===== src/sv/r2h_pkg.sv =====
// ----------------------------------------------------------------------------
// r2h_pkg
// types, constants and divider step functions for the rgb to hsv converter
// ----------------------------------------------------------------------------
package r2h_pkg;

    localparam int ChanW    = 8;
    localparam int FracW    = 16;
    localparam int HueW     = 11;
    localparam int SatFull  = 16'hFFFF;

    localparam int StepsPerStage = 2;
    localparam int DivStages     = FracW / StepsPerStage;
    localparam int NumStages     = DivStages + 1;

    typedef logic [ChanW-1:0] t_chan;
    typedef logic [HueW-1:0]  t_hval;
    typedef logic [FracW-1:0] t_frac;

    typedef struct packed {
        logic  q;
        t_chan rem;
    } t_sat_step;

    typedef struct packed {
        logic  q;
        t_hval rem;
    } t_hue_step;

    // one restoring division step, remainder kept below the divisor
    function automatic t_sat_step sat_step(input t_chan rem, input t_chan dv);
        logic [ChanW:0] t;
        t_sat_step      res;
        t = {rem, 1'b0};
        if (t >= {1'b0, dv}) begin
            res.q   = 1'b1;
            res.rem = t_chan'(t - {1'b0, dv});
        end else begin
            res.q   = 1'b0;
            res.rem = t_chan'(t);
        end
        return res;
    endfunction

    function automatic t_hue_step hue_step(input t_hval rem, input t_hval dv);
        logic [HueW:0] t;
        t_hue_step     res;
        t = {rem, 1'b0};
        if (t >= {1'b0, dv}) begin
            res.q   = 1'b1;
            res.rem = t_hval'(t - {1'b0, dv});
        end else begin
            res.q   = 1'b0;
            res.rem = t_hval'(t);
        end
        return res;
    endfunction

endpackage


===== src/sv/rgb_to_hsv_converter.sv =====
// ----------------------------------------------------------------------------
// rgb_to_hsv_converter
// Takes one 8-bit rgb pixel per clock while not stalled and gives hue and
// saturation as 0.16 fractions and value as the largest channel. The first
// stage finds max, min and the hue numerator; eight further stages each work
// out two quotient bits of the saturation and hue divisions side by side.
// One word enters every cycle while the output takes words; the sixteen
// quotient bits at two per stage set the number of divider stages. Stages
// with no word fill while the output is stalled, so the input keeps taking
// words until the pipeline is full.
// ----------------------------------------------------------------------------
module rgb_to_hsv_converter
    import r2h_pkg::*;
(
    input  logic        i_clk,
    input  logic        i_rst_n,
    input  logic        i_s_axis_tvalid,
    output logic        o_s_axis_tready,
    input  logic [23:0] i_s_axis_tdata,   // red, green, blue
    output logic        o_m_axis_tvalid,
    input  logic        i_m_axis_tready,
    output logic [39:0] o_m_axis_tdata    // hue, saturation, value
);

    logic [NumStages-1:0] r_vld;
    logic [NumStages-1:0] en;

    t_chan r_mx   [NumStages];
    t_chan r_sdv  [NumStages];
    t_chan r_srem [NumStages];
    t_frac r_sq   [NumStages];
    logic  r_sful [NumStages];
    t_hval r_hdv  [NumStages];
    t_hval r_hrem [NumStages];
    t_frac r_hq   [NumStages];

    t_chan n_srem [NumStages];
    t_frac n_sq   [NumStages];
    t_hval n_hrem [NumStages];
    t_frac n_hq   [NumStages];

    t_chan in_r, in_g, in_b, mx, mn, diff;
    t_hval r11, g11, b11, d11, hnum, hdv;
    t_chan sdv, srem;
    logic  sful;

    // stage enables: a stage moves when empty or when its successor moves
    always_comb begin
        en[NumStages-1] = !r_vld[NumStages-1] || i_m_axis_tready;
        for (int k = NumStages - 2; k >= 0; k--) begin
            en[k] = !r_vld[k] || en[k+1];
        end
    end

    assign o_s_axis_tready = en[0];

    // front stage
    always_comb begin
        in_r = i_s_axis_tdata[7:0];
        in_g = i_s_axis_tdata[15:8];
        in_b = i_s_axis_tdata[23:16];
        mx   = (in_r >= in_g) ? in_r : in_g;
        mx   = (mx >= in_b) ? mx : in_b;
        mn   = (in_r <= in_g) ? in_r : in_g;
        mn   = (mn <= in_b) ? mn : in_b;
        diff = mx - mn;
        r11  = t_hval'(in_r);
        g11  = t_hval'(in_g);
        b11  = t_hval'(in_b);
        d11  = t_hval'(diff);

        if (mx == in_r) begin
            if (in_g >= in_b) begin
                hnum = g11 - b11;
            end else begin
                hnum = (d11 << 2) + (d11 << 1) - (b11 - g11);
            end
        end else if (mx == in_g) begin
            hnum = (d11 << 1) + b11 - r11;
        end else begin
            hnum = (d11 << 2) + r11 - g11;
        end

        if (diff == '0) begin
            hnum = '0;
            hdv  = t_hval'(1);
        end else begin
            hdv  = (d11 << 2) + (d11 << 1);
        end

        if (mx == '0) begin
            sdv  = t_chan'(1);
            srem = '0;
            sful = 1'b0;
        end else begin
            sdv  = mx;
            srem = diff;
            sful = (diff == mx);
        end
    end

    // divider stages
    always_comb begin
        t_sat_step ss;
        t_hue_step hs;
        n_srem[0] = srem;
        n_sq[0]   = '0;
        n_hrem[0] = hnum;
        n_hq[0]   = '0;
        for (int k = 1; k < NumStages; k++) begin
            n_srem[k] = r_srem[k-1];
            n_sq[k]   = r_sq[k-1];
            n_hrem[k] = r_hrem[k-1];
            n_hq[k]   = r_hq[k-1];
            for (int j = 0; j < StepsPerStage; j++) begin
                ss        = sat_step(n_srem[k], r_sdv[k-1]);
                hs        = hue_step(n_hrem[k], r_hdv[k-1]);
                n_srem[k] = ss.rem;
                n_sq[k]   = {n_sq[k][FracW-2:0], ss.q};
                n_hrem[k] = hs.rem;
                n_hq[k]   = {n_hq[k][FracW-2:0], hs.q};
            end
        end
    end

    always_ff @(posedge i_clk) begin
        if (!i_rst_n) begin
            r_vld <= '0;
        end else begin
            if (en[0]) begin
                r_vld[0] <= i_s_axis_tvalid;
            end
            for (int k = 1; k < NumStages; k++) begin
                if (en[k]) begin
                    r_vld[k] <= r_vld[k-1];
                end
            end
        end
    end

    always_ff @(posedge i_clk) begin
        if (en[0]) begin
            r_mx[0]   <= mx;
            r_sdv[0]  <= sdv;
            r_sful[0] <= sful;
            r_hdv[0]  <= hdv;
            r_srem[0] <= n_srem[0];
            r_sq[0]   <= n_sq[0];
            r_hrem[0] <= n_hrem[0];
            r_hq[0]   <= n_hq[0];
        end
        for (int k = 1; k < NumStages; k++) begin
            if (en[k]) begin
                r_mx[k]   <= r_mx[k-1];
                r_sdv[k]  <= r_sdv[k-1];
                r_sful[k] <= r_sful[k-1];
                r_hdv[k]  <= r_hdv[k-1];
                r_srem[k] <= n_srem[k];
                r_sq[k]   <= n_sq[k];
                r_hrem[k] <= n_hrem[k];
                r_hq[k]   <= n_hq[k];
            end
        end
    end

    assign o_m_axis_tvalid = r_vld[NumStages-1];
    assign o_m_axis_tdata  = {r_mx[NumStages-1],
                              r_sful[NumStages-1] ? t_frac'(SatFull) : r_sq[NumStages-1],
                              r_hq[NumStages-1]};

    // black pixel gives zero hue and saturation
    a_black: assert property (@(posedge i_clk) disable iff (!i_rst_n)
        (o_m_axis_tvalid && o_m_axis_tdata[39:32] == '0) |->
            (o_m_axis_tdata[31:0] == '0))
        else $error("black pixel with nonzero hue or saturation");

    // zero saturation only for grey, which has zero hue
    a_grey: assert property (@(posedge i_clk) disable iff (!i_rst_n)
        (o_m_axis_tvalid && o_m_axis_tdata[31:16] == '0) |->
            (o_m_axis_tdata[15:0] == '0))
        else $error("zero saturation with nonzero hue");

    // an empty output stage lets the whole pipeline move
    a_flow: assert property (@(posedge i_clk) disable iff (!i_rst_n)
        !o_m_axis_tvalid |-> o_s_axis_tready)
        else $error("input stalled with empty output stage");

    // a stalled output word is not overwritten
    a_hold: assert property (@(posedge i_clk) disable iff (!i_rst_n)
        (o_m_axis_tvalid && !i_m_axis_tready) |=>
            (o_m_axis_tvalid && $stable(o_m_axis_tdata)))
        else $error("stalled output word changed");

endmodule

===== config.mk =====
export PLATFORM = sky130hd
export DESIGN_NAME = rgb_to_hsv_converter
export DESIGN_NICKNAME = d
export VERILOG_FILES = /design/src/sv/r2h_pkg.sv /design/src/sv/rgb_to_hsv_converter.sv
export SDC_FILE = /design/constraint.sdc
export NUM_CORES = 1
export LEC_CHECK = 0
export ABC_AREA = 1
export BUFFER_PORTS_ARGS = -buffer_cell sky130_fd_sc_hd__buf_2
export CAP_MARGIN = 20
export CORE_MARGIN = 3
export CORE_UTILIZATION = 65
export DETAILED_ROUTE_END_ITERATION = 16
export PLACE_DENSITY = 0.89
export SLEW_MARGIN = 20
export SYNTH_ARGS = -nofsm -noshare
export SYNTH_HDL_FRONTEND = slang
export SYNTH_SLANG_ARGS = --single-unit
export TNS_END_PERCENT = 1

===== constraint.sdc =====
create_clock -name i_clk -period 23.9 [get_ports i_clk]
set_clock_uncertainty 0.2 [all_clocks]
set_input_delay 3.585 -clock i_clk [delete_from_list [all_inputs] [get_ports i_clk]]
set_output_delay 3.585 -clock i_clk [all_outputs]
set_load 0.01 [all_outputs]

# Yosys cells after proc, flatten, opt, wreduce, memory -nomap -nowiden
# Memory sizes are Yosys's and may differ from the RTL's.
# Cells that the tools add are included.
# op_classes
n_eq_ne	3
n_addsub	41
order_cmp	37
mux	63
n_reduce_logical	20
# ops
cell	count
$ge 12x11->1	16
$mux 12	16
$sub 11x11->11	17
$ge 9x8->1	16
$mux 9	16
$sub 8x8->8	17
$mux 11	5
$mux 8	6
$eq 8x8->1	3
$ge 8x8->1	3
$mux 1	19
$sub 8x8->9	2
$le 8x8->1	2
$logic_not 8->1	2
$mux 16	1
$add 10x8->11	1
$add 10x9->11	1
$sub 10x8->11	1
$sub 11x8->11	1
$add 9x8->10	1
$logic_not 1->1	9
$logic_or 1x1->1	9
# word_totals
output_inout_bits	42
in_bits	28
wordCells	181
ramBits	711
reg_bits	9
memories	8
# memory_table
memory	words	width	rd	rd_clocked_by_memory_dff	wr	line	source
r_hq	9	16	9	0	9	rgb_to_hsv_converter.sv:35	t_frac r_hq [NumStages];
r_sq	9	16	9	0	9	rgb_to_hsv_converter.sv:31	t_frac r_sq [NumStages];
r_hdv	9	11	8	0	9	rgb_to_hsv_converter.sv:33	t_hval r_hdv [NumStages];
r_hrem	9	11	8	0	9	rgb_to_hsv_converter.sv:34	t_hval r_hrem [NumStages];
r_mx	9	8	9	0	9	rgb_to_hsv_converter.sv:28	t_chan r_mx [NumStages];
r_sdv	9	8	8	0	9	rgb_to_hsv_converter.sv:29	t_chan r_sdv [NumStages];
+2 memories	-	-	-	-	-	-	

# Logic depth before layout (Yosys ltp)
# depth
ltp_word	12
ltp_mapped	51
mapped_depth_nobuf	49

# Worst setup path after synthesis
# OpenSTA, ideal clock, no wires.
# synth_timing
path_kind	input port to output port
start	input i_m_axis_tready
end	output o_s_axis_tready
required_ps	20115
stages	16
n_path_buf	0
setup_slack_ps	5751
t_arrival_ps	14364
cell_sequence	nor2_1 -> inv_1 -> nor2_1 -> inv_1 -> nor2_1 -> inv_1 -> nor2_1 -> inv_1 -> nor2_1 -> inv_1 -> nor2_1 -> inv_1 -> nor2_1 -> inv_1 -> nor2_1 -> nand2_1
# synth_via
elab_chain_len	9
# synth_rtl
element	line	source
start: declaration	rgb_to_hsv_converter.sv:21	input logic i_m_axis_tready,
$logic_or 1x1->1	rgb_to_hsv_converter.sv:49	en[NumStages-1] = !r_vld[NumStages-1] || i_m_axis_tready;
via en[8]	rgb_to_hsv_converter.sv:26	logic [NumStages-1:0] en;
$logic_or 1x1->1	rgb_to_hsv_converter.sv:51	en[k] = !r_vld[k] || en[k+1];
via en[7]	rgb_to_hsv_converter.sv:26	
$logic_or 1x1->1	rgb_to_hsv_converter.sv:51	
via en[6]	rgb_to_hsv_converter.sv:26	
$logic_or 1x1->1	rgb_to_hsv_converter.sv:51	
via en[5]	rgb_to_hsv_converter.sv:26	
$logic_or 1x1->1	rgb_to_hsv_converter.sv:51	
via en[4]	rgb_to_hsv_converter.sv:26	
$logic_or 1x1->1	rgb_to_hsv_converter.sv:51	
via en[3]	rgb_to_hsv_converter.sv:26	
$logic_or 1x1->1	rgb_to_hsv_converter.sv:51	
via en[2]	rgb_to_hsv_converter.sv:26	
$logic_or 1x1->1 (2 in series)	rgb_to_hsv_converter.sv:51	
end: declaration	rgb_to_hsv_converter.sv:18	output logic o_s_axis_tready,
# The timed path passes the listed nets, and every way through them passes these cells.

# Worst setup path in the final report
# Same ends and word-level chain as after synthesis.

==> flow_summary.html <==
<table>
<tr><th>Metric</th><th>Value</th></tr>
<tr><th colspan="2">Outcome</th></tr>
<tr><td>Status</td><td>finished, final reports clean</td></tr>
<tr><th colspan="2">Cells and area</th></tr>
<tr><td>Final nets</td><td>4146</td></tr>
<tr><td>Most frequent cells in the layout</td><td>sky130_fd_sc_hd__nand2_1 (556), sky130_fd_sc_hd__inv_1 (533), sky130_fd_sc_hd__edfxtp_1 (529)</td></tr>
<tr><td>Share of final-layout standard cells stronger than drive strength 1</td><td>7.30%</td></tr>
<tr><td>Final core occ</td><td>71.4%</td></tr>
<tr><td>Filler instances</td><td>3407</td></tr>
<tr><td>Post-route non-filler standard cell count</td><td>4442</td></tr>
<tr><td>ANT cells</td><td>0</td></tr>
<tr><td>Most frequent standard cell in the layout excluding fill and tap cells</td><td>sky130_fd_sc_hd__nand2_1</td></tr>
<tr><td>Layout Area Growth over Synthesis</td><td>8.17%</td></tr>
<tr><th colspan="2">Synth</th></tr>
<tr><td>Number of nets produced by synthesis</td><td>4060</td></tr>
<tr><td>Per-instance average area after synthesis</td><td>9.60 um^2</td></tr>
<tr><td>Warnings, synthesis</td><td>0</td></tr>
<tr><td>Post-Synthesis Cell Area</td><td>34800 um^2</td></tr>
<tr><td>Count of unique library cells instantiated by Yosys</td><td>63</td></tr>
<tr><td>Number of synthesized flops with an enable pin</td><td>529</td></tr>
<tr><td>Seq/Total Area, Yosys</td><td>46.2%</td></tr>
<tr><td>Cells after synthesis</td><td>3625</td></tr>
<tr><td>Share of async-settable or async-resettable flops after synthesis</td><td>0%</td></tr>
<tr><td>Prevailing post-synth register cell</td><td>sky130_fd_sc_hd__edfxtp_1</td></tr>
<tr><td>Number of register bits inferred by synthesis</td><td>538</td></tr>
<tr><th colspan="2">CTS</th></tr>
<tr><td>Resized Gates After CTS</td><td>0</td></tr>
<tr><td>Clock slew at the register clock pins of the worst setup and hold paths</td><td>0.06 ns</td></tr>
<tr><td>CTS tree</td><td>yes</td></tr>
<tr><td>Number of clock buffers inserted by TritonCTS</td><td>52</td></tr>
<tr><td>H-tree depth</td><td>2</td></tr>
<tr><td>Buffer type at the clock tree root</td><td>sky130_fd_sc_hd__clkbuf_16</td></tr>
<tr><td>Maximum buffer depth of the clock tree</td><td>3</td></tr>
<tr><td>Quantity of hold-fixing buffers added after cts</td><td>0</td></tr>
<tr><td>Number of post-CTS setup repair buffers</td><td>0</td></tr>
<tr><td>Source-to-sink clock delay at the later pin of the worst-skew pair</td><td>0.62 ns</td></tr>
<tr><td>Number of clock sinks seen by CTS</td><td>538</td></tr>
<tr><th colspan="2">Route</th></tr>
<tr><td>Routed via count divided by cell count</td><td>5.92</td></tr>
<tr><td>Number of design rule violations left after detail routing</td><td>0</td></tr>
<tr><td>Number of routed nets with antenna violations</td><td>0</td></tr>
<tr><td>First DRT Iteration DRCs</td><td>2366</td></tr>
<tr><td>First-pass iteration count of the detailed router</td><td>8</td></tr>
<tr><td>Vias after detailed routing</td><td>26278</td></tr>
<tr><td>Final WL</td><td>78600 um</td></tr>
<tr><td>Average routed wire per standard cell</td><td>17.7 um</td></tr>
<tr><th colspan="2">Flow run</th></tr>
<tr><td>Max-cap violations</td><td>0</td></tr>
<tr><th colspan="2">Placement</th></tr>
<tr><td>Input/output buffers</td><td>69</td></tr>
<tr><td>Post-Place Worst Slack</td><td>12.19 ns</td></tr>
<tr><td>Routability congestion estimate</td><td>0.992</td></tr>
<tr><td>Post-Place Cells</td><td>4345</td></tr>
<tr><td>Dpl hpwl</td><td>55500 um</td></tr>
<tr><th colspan="2">Worst setup path</th></tr>
<tr><td>CP cell instances</td><td>buf_2, nor2_1, clkinv_1, buf_4, nor2_1, inv_2, nor2_1, inv_2, nor2_1, inv_2, nor2_1, inv_2, buf_4, nor2_1, inv_2, buf_4, nor2_1, inv_2, buf_4, nor2_1, nand2_2, buf_4, buf_2</td></tr>
<tr><td>Critical Path Most Common Cell</td><td>sky130_fd_sc_hd__nor2_1</td></tr>
<tr><td>Critical path startpoint category</td><td>input port</td></tr>
<tr><td>Cell with the largest stage delay on the worst path</td><td>sky130_fd_sc_hd__buf_4</td></tr>
<tr><td>Critical Path End Type</td><td>output pin</td></tr>
<tr><td>Critical Path Stages</td><td>23</td></tr>
<tr><td>Crit Path Max Fanout</td><td>65</td></tr>
<tr><td>Top Family by Delay on Critical Path</td><td>buffers and inverters</td></tr>
<tr><td>Worst path buffer plus inverter count</td><td>14</td></tr>
<tr><td>Depth of the worst register-to-register path</td><td>24</td></tr>
<tr><td>Endpoint required time on the critical path</td><td>20.11 ns</td></tr>
<tr><td>Crit path DAT</td><td>8.13 ns</td></tr>
<tr><td>CP max stage delay</td><td>0.64 ns</td></tr>
<tr><td>Type of the worst setup path</td><td>input port to output pin</td></tr>
<tr><th colspan="2">Global routing</th></tr>
<tr><td>Global-route wire length before repair</td><td>129000 um</td></tr>
<tr><td>Global-route total usage across every layer</td><td>27.9%</td></tr>
<tr><td>Largest net degree at the start of global routing</td><td>77</td></tr>
<tr><td>Overflow left after global routing</td><td>0</td></tr>
<tr><td>Vias in the first global route</td><td>26918</td></tr>
<tr><td>Initial antenna violation count</td><td>1</td></tr>
<tr><th colspan="2">Min path</th></tr>
<tr><td>Min-delay worst type</td><td>register to register</td></tr>
<tr><td>Worst hold stages</td><td>0</td></tr>
<tr><th colspan="2">Timing</th></tr>
<tr><td>Final setup violating endpoints</td><td>0</td></tr>
<tr><td>Final hold violations</td><td>0</td></tr>
<tr><td>Worst slew margin relative to its limit</td><td>27.7%</td></tr>
<tr><td>Share of the cycle needed by the critical path after routing</td><td>49.9%</td></tr>
<tr><td>Unrepaired setup endpoints after global routing</td><td>false</td></tr>
<tr><td>Total Negative Setup Slacks</td><td>0 ns</td></tr>
<tr><td>Maximum clock rate</td><td>83.9 MHz</td></tr>
<tr><td>Worst Setup Slack, final</td><td>11.98 ns</td></tr>
<tr><td>Worst-Margin Slew</td><td>1.08 ns</td></tr>
<tr><td>Max-slew violation count</td><td>0</td></tr>
<tr><td>Final critical path time including I/O delays and setup</td><td>11.92 ns</td></tr>
<tr><th colspan="2">Floorplan</th></tr>
<tr><td>Placeable core area</td><td>52800 um^2</td></tr>
<tr><td>Floorplan die area</td><td>56400 um^2</td></tr>
<tr><td>Die width</td><td>237 um</td></tr>
<tr><td>Initial Util</td><td>66.0%</td></tr>
<tr><td>Vertical die dimension</td><td>237 um</td></tr>
<tr><td>Count of pins on the block boundary</td><td>70</td></tr>
<tr><td>Total number of placement rows</td><td>84</td></tr>
</table>
kinds of logic (layout without fill, tap and decap cells):
family	Yosys count	after routing	synth area share [%]
fa+ha+maj	407	407	15.4
flops	538	538	46.2
xor+xnor	252	252	6.42
buf+inv	604	733	6.58
simple gates	1053	1053	12.8
compound gates	771	771	12.6
state kept, by name, summed over array words and instances (netlist names):
signal and count:
r_hrem 88, r_sq 72, r_srem 64, r_sful 9, r_hdv 88, r_hq 72, r_vld 9, r_mx 72
r_sdv 64
through the flow:
step	area (um^2)	hold slack (ns)
6_report	37700	0.211
5_1_grt	37700	0.219
4_1_cts	37600	0.210
3_5_place_dp	35900	0.205
3_3_place_gp	35900	0.200
2_1_floorplan	34800	0.200
layout make-up:
cell class / instances / area, um^2 / share of cell area [%]
Multi-Input combinational cell: 2483 / 16500 / 43.7
Sequential cell: 538 / 16100 / 42.7
Inverter: 554 / 2080 / 5.52
Clock buffer: 66 / 1380 / 3.65
Tap cell: 688 / 861 / 2.29
Timing Repair Buffer: 82 / 443 / 1.18
Clock inverter: 31 / 360 / 0.957
Yosys cell counts (all sizes together) (7+ instances only):
master    n  area share [%]
nor3     24            0.35
edfxtp  529              46
and2      7            0.13
ha      370              13
xor2    187             4.8
clkbuf   41            0.44
xnor2    65             1.6
nor2    273             3.0
o21bai   51             1.1
o21ai   326             4.8
fa       37             2.1
nand3    94             1.5
inv     550             5.9
nand4    21            0.38
a21o     10            0.22
dfxtp     9            0.52
buf       9            0.17
o21a     12            0.26
o31ai    35            0.75
a21oi   272             4.0
or2      28            0.50
nand2   593             6.8
nor4      9            0.16
a31oi    20            0.36
metal layers:
| layer | track usage [%] | vias to the layer above | share of wire [%] |
|---|---|---|---|
| met5 | 0 | - | 0.025 |
| met4 | 16.2 | 2 | 5.9 |
| met3 | 4.85 | 377 | 6.0 |
| met2 | 51.9 | 1145 | 52 |
| met1 | 29.9 | 12187 | 37 |
| li1 | - | 12567 | - |
path summary, 6_finish.rpt:
path | start | end | slack [ns]
max reg2reg | r_hdv[0][33]$_DFFE_PP_ | r_hrem[0][45]$_DFFE_PP_ | 17.41
max | i_m_axis_tready | o_s_axis_tready | 11.98
min reg2reg | r_hq[0][50]$_DFFE_PP_ | r_hq[0][68]$_DFFE_PP_ | 0.21
min | r_hq[0][50]$_DFFE_PP_ | r_hq[0][68]$_DFFE_PP_ | 0.21
Power is left out: the tool's default activity adds up to more than one toggle a clock period on the data nets, which glitch-free logic cannot reach.
